[config.mk]
export PLATFORM = sky130hd
export DESIGN_NAME = imcc_ctrl
export DESIGN_NICKNAME = d
export VERILOG_FILES = /design/src/imcc_pkg.sv /design/src/imcc_ctrl.sv
export VERILOG_INCLUDE_DIRS = /design/src /design/src/src
export SDC_FILE = /design/constraint.sdc
export NUM_CORES = 1
export LEC_CHECK = 0
export ABC_CLOCK_PERIOD_IN_PS = 1600
export BUFFER_PORTS_ARGS = -buffer_cell sky130_fd_sc_hd__buf_2
export CAP_MARGIN = 10
export CORE_AREA = 2 2 39 41
export CTS_CLUSTER_SIZE = 25
export DETAILED_ROUTE_END_ITERATION = 12
export DIE_AREA = 0 0 41 43
export PLACE_DENSITY = 0.47
export RECOVER_POWER = 50
export SLEW_MARGIN = 20
export SYNTH_ARGS = -nofsm -noshare
export SYNTH_HDL_FRONTEND = slang
export SYNTH_SLANG_ARGS = --single-unit
[constraint.sdc]
create_clock -name clk -period 1.6 [get_ports clk]
set_input_delay 0.32 -clock clk [delete_from_list [all_inputs] [get_ports clk]]
set_output_delay 0.32 -clock clk [all_outputs]
set_load 0.02 [all_outputs]
[src/image_mask_correlate_convolve_top_defines.svh]
// Assertion macros shared by the image mask correlate/convolve RTL.
// Needs clk and rst in the scope of each use; no other dependencies.
`ifndef IMAGE_MASK_CORRELATE_CONVOLVE_TOP_DEFINES_SVH
`define IMAGE_MASK_CORRELATE_CONVOLVE_TOP_DEFINES_SVH

`ifndef SYNTHESIS
`define IMCC_ASSERT_IMP(lbl, a, b) \
  lbl: assert property (@(posedge clk) disable iff (rst) (a) |-> (b)) \
    else $error("imcc assertion failed");
`define IMCC_ASSERT_NXT(lbl, a, b) \
  lbl: assert property (@(posedge clk) disable iff (rst) (a) |=> (b)) \
    else $error("imcc assertion failed");
`else
`define IMCC_ASSERT_IMP(lbl, a, b)
`define IMCC_ASSERT_NXT(lbl, a, b)
`endif

`endif

[src/imcc_pkg.sv]
// Shared constants, op codes, register indexes and control structs for the
// image mask correlate/convolve block. No dependencies.
package imcc_pkg;

  localparam int MASK_SIZE  = 3;
  localparam int MASK_LEN   = MASK_SIZE * MASK_SIZE;
  localparam int MASK_HALF  = MASK_SIZE / 2;
  localparam int MAX_ROWS   = 256;
  localparam int MAX_COLS   = 256;
  localparam int PIXEL_BITS = 8;

  localparam int OP_W    = 2;
  localparam int ROW_W   = 8;
  localparam int COL_W   = 8;
  localparam int PIX_W   = 8;
  localparam int CIDX_W  = 6;
  localparam int COEF_W  = 16;
  localparam int CNT_W   = 9;
  localparam int OUT_W   = 32;
  localparam int ADDR_W  = ROW_W + COL_W;
  localparam int MEM_DEPTH = MAX_ROWS * MAX_COLS;
  localparam int TAP_W   = (MASK_SIZE > 1) ? $clog2(MASK_SIZE) : 1;
  localparam int KW      = (MASK_LEN > 1) ? $clog2(MASK_LEN) : 1;
  localparam int SW      = ROW_W + 2;
  localparam int PROD_W  = COEF_W + PIXEL_BITS + 1;

  localparam int PADDR_W = 4;
  localparam int PDATA_W = 32;

  typedef enum logic [OP_W-1:0] {
    OP_LOAD_COEF = 2'd0,
    OP_WRITE_PIX = 2'd1,
    OP_COMPUTE   = 2'd2,
    OP_NONE      = 2'd3
  } op_t;

  localparam logic [1:0] REG_ROWS   = 2'd0;
  localparam logic [1:0] REG_COLS   = 2'd1;
  localparam logic [1:0] REG_MIRROR = 2'd2;

  typedef struct packed {
    logic             coef_we;
    logic             pix_we;
    logic             capture;
    logic             issue;
    logic             first;
    logic             last;
    logic [TAP_W-1:0] tap_r;
    logic [TAP_W-1:0] tap_c;
  } imcc_cmd_t;

  typedef struct packed {
    logic drain_done;
  } imcc_stat_t;

endpackage

[src/imcc_ctrl.sv]
// Controller FSM: accepts transactions, walks the mask taps, waits for drain.
// Depends on imcc_pkg and the assertion macro header.
`include "image_mask_correlate_convolve_top_defines.svh"

module imcc_ctrl
  import imcc_pkg::*;
(
  input  logic            clk,
  input  logic            rst,
  input  logic            start,
  input  logic [OP_W-1:0] op,
  input  imcc_stat_t      stat,
  output imcc_cmd_t       cmd,
  output logic            busy
);

  typedef enum logic [1:0] {
    ST_IDLE,
    ST_RUN,
    ST_DRAIN
  } state_t;

  localparam logic [TAP_W-1:0] TAP_LAST = TAP_W'(MASK_SIZE - 1);

  state_t           state;
  logic [TAP_W-1:0] tap_r;
  logic [TAP_W-1:0] tap_c;
  logic             accept;

  assign busy   = (state != ST_IDLE);
  assign accept = start && !busy;

  always_comb begin
    cmd         = '0;
    cmd.coef_we = accept && (op == OP_LOAD_COEF);
    cmd.pix_we  = accept && (op == OP_WRITE_PIX);
    cmd.capture = accept && (op == OP_COMPUTE);
    cmd.issue   = (state == ST_RUN);
    cmd.first   = (tap_r == '0) && (tap_c == '0);
    cmd.last    = (tap_r == TAP_LAST) && (tap_c == TAP_LAST);
    cmd.tap_r   = tap_r;
    cmd.tap_c   = tap_c;
  end

  always_ff @(posedge clk) begin
    if (rst) begin
      state <= ST_IDLE;
      tap_r <= '0;
      tap_c <= '0;
    end else begin
      case (state)
        ST_IDLE: begin
          tap_r <= '0;
          tap_c <= '0;
          if (accept && (op == OP_COMPUTE)) state <= ST_RUN;
        end
        ST_RUN: begin
          if (tap_c == TAP_LAST) begin
            tap_c <= '0;
            if (tap_r == TAP_LAST) begin
              tap_r <= '0;
              state <= ST_DRAIN;
            end else begin
              tap_r <= tap_r + 1'b1;
            end
          end else begin
            tap_c <= tap_c + 1'b1;
          end
        end
        ST_DRAIN: begin
          if (stat.drain_done) state <= ST_IDLE;
        end
        default: state <= ST_IDLE;
      endcase
    end
  end

  `IMCC_ASSERT_NXT(a_compute_starts_walk, cmd.capture, cmd.issue && cmd.first)
  `IMCC_ASSERT_NXT(a_last_tap_drains, cmd.issue && cmd.last, state == ST_DRAIN)
  `IMCC_ASSERT_IMP(a_no_accept_while_busy, busy, !cmd.coef_we && !cmd.pix_we && !cmd.capture)

endmodule

# Yosys cells after proc, flatten, opt, wreduce, memory -nomap -nowiden

Index checks and enable logic that the tools add are counted.

$add $sub $neg: 2
$mul: 0
Divide/modulo/power cells: 0
$lt $le $gt $ge: 0
Equal/unequal tests: 10
Shifts and indexed selects: 0
Muxes and demuxes: 10
Bitwise logic cells: 0
Reductions and logical operators: 15

Operators by type and width:

| cell                                                             | number |
|---|---|
| 2-bit 2-to-1 mux                                                 | 7 |
| 2-bit == test (second input constant)                            | 4 |
| 2-bit zero test                                                  | 4 |
| 2-bit case mux with 2 select lines                               | 2 |
| 1-bit logical AND                                                | 6 |
| 2-bit case mux with 3 select lines                               | 1 |
| 2-bit by 1-bit adder with 2-bit output (second input constant)   | 2 |
| 2-bit by 1-bit == test with 1-bit output (second input constant) | 2 |
| 2-bit by 1-bit != test with 1-bit output (second input constant) | 2 |
| 2-bit != test (second input constant)                            | 2 |
| 4-bit AND reduction                                              | 1 |
| 2-bit nonzero test                                               | 2 |
| 2-bit AND reduction                                              | 1 |
| 1-bit zero test                                                  | 1 |

Bits in registers: 6
Latch bits: 0
RAM bits: 0
Bits in read-only memories: 0
Input port bits: 6
Output and inout bits: 11
Word-level logic and storage cells: 40
Memories: 0

# Longest topological paths before layout

Word-level depth: 6
Mapped depth: 4
Mapped depth without buffers: 3

# Worst setup path after synthesis

OpenSTA, ideal clock, no wires.

Path type: register -> output
From: register state[1]
To: output cmd[8] (netlist name)
Data arrival time: 1.183 ns
Path slack: 0.097 ns
Stages on the path, launching flop included: 5
Buffers on the path: 1
Cell sequence: dfxtp_1 -> buf_2 -> nor2_1 -> nand2_1 -> nor3b_1

RTL lines:

| what                     | RTL line        | text |
|---|---|---|
| start: declaration       | imcc_ctrl.sv:25 | `state_t state;` |
| start signal: assignment | imcc_ctrl.sv:47 | `state <= ST_IDLE;` |
| start signal: assignment | imcc_ctrl.sv:55 | `if (accept && (op == OP_COMPUTE)) state <= ST_RUN;` |
| start signal: assignment | imcc_ctrl.sv:62 | `state <= ST_DRAIN;` |
| end: declaration         | imcc_ctrl.sv:13 | `output imcc_cmd_t cmd,` |

==> reports/qor_table.md <==
| Parameter | This run |
| --- | --- |
| Static Leakage | 0.1977 nW |
| Netlist Area Pre-Place | 330.3 um^2 |
| Arithmetic-cell share of the synthesized area counting full adders, half adders and majority gates | 0% |
| Gr ovfl total | 0 |
| Sequential cell area | 121.4 um^2 |
| Clock Root Buffer | sky130_fd_sc_hd__clkbuf_4 |
| Horizontal die dimension | 41 um |
| Multi-input combinational cell area | 206.4 um^2 |
| Starting utilization of the core area | 23.87% |
| Multiplexer share of the synthesized area | 0% |
| Post-CTS setup repair buffer count | 0 |
| Family with the most delay on the worst path | flip-flops |
| Yosys warnings | 0 |
| Core Footprint | 1384 um^2 |
| Weighted congestion reported at the end of routability-driven placement | 0.6348 |
| CP max FO | 6 |
| Post-Synthesis Net Count | 46 |
| Hold/Removal Path Class | in2reg |
| Antenna violations before repair | 0 |
| Total Negative Setup Slacks | 0 ns |
| Overall power after layout | 0.3394 mW |
| Most frequent standard cell in the layout excluding fill and tap cells | sky130_fd_sc_hd__buf_2 |
| Relative area change from synthesis to final layout | 37.88% |
| Crit Reg-Reg Startpoint | state[0]$_SDFFE_PP0P_ |
| Net count of the finished layout | 66 |
| Maximum number of pins on one net before global-route repair | 9 |
| Detailed-placement wirelength estimate | 540.6 um |
| Maximum number of buffers from clock root to sink | 2 |
| Worst Path Class, Setup | reg2out |
| Quantity of I/O buffers inserted on ports | 16 |
| Hold Crit Endpoint | tap_c[1]$_SDFFE_PP0P_ |
| Simple-gate portion of the synthesized area | 48.11% |
| Layout cell share with drive strength beyond 1 | 39.66% |
| 1st-iter DRT viols | 6 |
| TritonCTS clock tree | yes |
| Worst Path Arrival | 1.19 ns |
| Transition time at the pin with the least slew margin | 0.2605 ns |
| Max_cap viols | 0 |
| Register-to-register path setup slack | 0.56 ns |
| Number of max-slew violations in the final report | 0 |
| Post-synthesis compound-gate area fraction | 11.74% |
| FILL cells | 144 |
| Cell depth of the worst hold path | 2 |
| Routed via count divided by cell count | 4.689 |
| Source-to-sink clock delay at the later pin of the worst-skew pair | 0.24 ns |
| Number of antenna repair diodes | 0 |
| Cell Pwr Density | 745.2 nW/um^2 |
| Library cell contributing the largest single delay on the critical path | sky130_fd_sc_hd__dfxtp_1 |
| Hold buffer count at CTS | 0 |
| Critical path startpoint category | flop |
| Ratio of final minimum period to clock period | 94.46% |
| Clock sink count | 6 |
| Floorplan row count | 14 |
| Post-route minimum period | 1.511 ns |
| Critical path, cell by cell | nor2b_4 > buf_2 |
| Average cell area after synthesis | 8.258 um^2 |
| Floorplan die height | 43 um |
| Final wirelength | 774 um |
| I/O pins | 17 |
| Clock-pin slew on the worst setup and hold paths | 0.05 ns |
| Final setup viols | 0 |
| Unrepaired setup endpoints after global routing | false |
| Depth of the CTS H-tree | 1 |
| CTS Buf Count | 3 |
| Outcome | finished clean |
| Total number of vias | 347 |
| Antenna-violating nets left | 0 |
| Total routing usage reported by global routing | 9.839% |
| Maximum frequency from static timing analysis | 661.7 MHz |
| Iteration count of the initial detailed-routing pass | 3 |
| Global-route wire length before repair | 1.131 mm |
| Gate Count Post-Synth | 40 |
| Clock skew after layout | 0.005968 ns |
| Required time at the worst-slack endpoint | 1.28 ns |
| Count of unresolved DRC violations after routing | 0 |
| Area enclosed by the die boundary | 1763 um^2 |
| Wirelength per Cell | 10.46 um |
| Most used cells in the layout excluding fill and tap cells | 14 x sky130_fd_sc_hd__buf_2, 5 x sky130_fd_sc_hd__nor2_1, 5 x sky130_fd_sc_hd__dfxtp_1 |
| Headroom to the max-slew limit | 82.61% |
| HP Start | rst |
| Post-synthesis cell type count | 21 |
| Final non-filler cell total | 74 |
| Register-to-Register Path Depth | 3 |
| Number of synthesized register bits | 6 |
| Synth Area in XOR/XNOR | 0% |
| Placed cell count | 71 |
| Share of synthesized area occupied by flip-flops and latches | 36.36% |
| Worst R2R End | tap_c[1]$_SDFFE_PP0P_ |
| Crit path capture type | output pin |
| Peak supply drop | 300.9 uV |
| Worst path buffer plus inverter count | 1 |
| Number of hold-slack violations in the final timing report | 0 |
| Maximum single-stage delay on the critical path | 0.46 ns |
| Main combinational cell family by area after synthesis | simple AND/OR/NAND/NOR gates |
| Vias in the first global route | 257 |
==> layer usage <==
metal / vias up / routed length (um) / track usage [%] / share of wire, %
met5: - / 0 / 0 / 0
met4: 0 / 0 / 2.000 / 0
met3: 0 / 78 / 7.853 / 10
met2: 16 / 321 / 11.25 / 41
met1: 152 / 373 / 14.15 / 48
li1: 179 / - / - / -
==> flip-flops by register name, indices dropped and copies added (netlist names) <==
name	count
state	2
tap_c	2
tap_r	2
==> worst reg2reg max path, stage by stage (launching register included) <==
cell and delay, ns:
sky130_fd_sc_hd__dfxtp_1 0.46, sky130_fd_sc_hd__nor2b_4 0.29, sky130_fd_sc_hd__nand3b_1 0.10, sky130_fd_sc_hd__a21oi_1 0.13
==> cell type report <==
class	instances	share of cell area [%]
Tap cell	16	4.396
Timing Repair Buffer	16	17.03
Clock buffer	3	4.945
Multi-Input combinational cell	31	45.33
Sequential cell	6	26.65
Inverter	2	1.648
==> metrics by stage <==
step | hold WS, ns | util, % | area, um^2 | setup WS [ns]
finish | 0.3295 | 32.91 | 455.4 | 0.08872
global route | 0.3304 | 32.91 | 455.4 | 0.02401
CTS | 0.3136 | 32.55 | 450.4 | 0.01875
detailed placement | 0.5455 | 30.74 | 425.4 | 0.2452
global placement | 0.5521 | 30.74 | 425.4 | 0.2780
floorplan | 0.3824 | - | 330.3 | 0.09706
==> synthesized netlist by cell type <==
| master | number | area [um^2] |
|---|---|---|
| sky130_fd_sc_hd__nand4b_1 | 1 | 8.760 |
| sky130_fd_sc_hd__nand2b_1 | 1 | 6.260 |
| sky130_fd_sc_hd__a31oi_1 | 2 | 12.51 |
| sky130_fd_sc_hd__a21oi_2 | 1 | 8.760 |
| sky130_fd_sc_hd__nor4_1 | 1 | 6.260 |
| sky130_fd_sc_hd__nor3_1 | 1 | 5.000 |
| sky130_fd_sc_hd__nand2_1 | 4 | 15.01 |
| sky130_fd_sc_hd__nand4_1 | 1 | 6.260 |
| sky130_fd_sc_hd__and4bb_4 | 1 | 16.27 |
| sky130_fd_sc_hd__nor3b_1 | 2 | 15.01 |
| sky130_fd_sc_hd__nor2_1 | 6 | 22.52 |
| sky130_fd_sc_hd__a21oi_1 | 2 | 10.01 |
| sky130_fd_sc_hd__nor2b_4 | 1 | 13.76 |
| sky130_fd_sc_hd__and2b_1 | 1 | 7.510 |
| sky130_fd_sc_hd__dfxtp_1 | 6 | 120.1 |
| sky130_fd_sc_hd__a22oi_1 | 1 | 7.510 |
| sky130_fd_sc_hd__inv_1 | 2 | 7.510 |
| sky130_fd_sc_hd__nand3_1 | 3 | 15.01 |
| sky130_fd_sc_hd__nand3b_1 | 1 | 7.510 |
| sky130_fd_sc_hd__nand2b_4 | 1 | 13.76 |
| sky130_fd_sc_hd__buf_2 | 1 | 5.000 |
==> how the worst max path moves through the flow <==
stage,slack [ns],to,start,depth (start not counted)
final,0.09,cmd[6],state[0]$_SDFFE_PP0P_,2
after global routing,0.02,cmd[8],state[1]$_SDFFE_PP0P_,4
after CTS,0.02,cmd[8],state[1]$_SDFFE_PP0P_,4
after detailed placement,0.25,cmd[8],state[1]$_SDFFE_PP0P_,4
after global placement,0.28,cmd[8],state[1]$_SDFFE_PP0P_,4
after floorplan,0.1,cmd[8],state[1]$_SDFFE_PP0P_,4
==> what timing repair did <==
item / in CTS / in global routing
pin swaps: 0 / 1
gates cloned: 0 / 0
setup endpoints to repair: 1 / 2
resized for setup: 1 / 3
==> where the power goes <==
part | switching (mW) | total (mW) | internal [mW]
Sequential | 0.00442 | 0.157 | 0.152
Clock | 0.0539 | 0.139 | 0.0848
Combinational | 0.0256 | 0.0440 | 0.0183
Total | 0.0840 | 0.339 | 0.255
==> cell families after synthesis <==
family	after synthesis
simple gates	25
flops	6
compound gates	6
buf+inv	3
(Power assumes the default switching activity.)
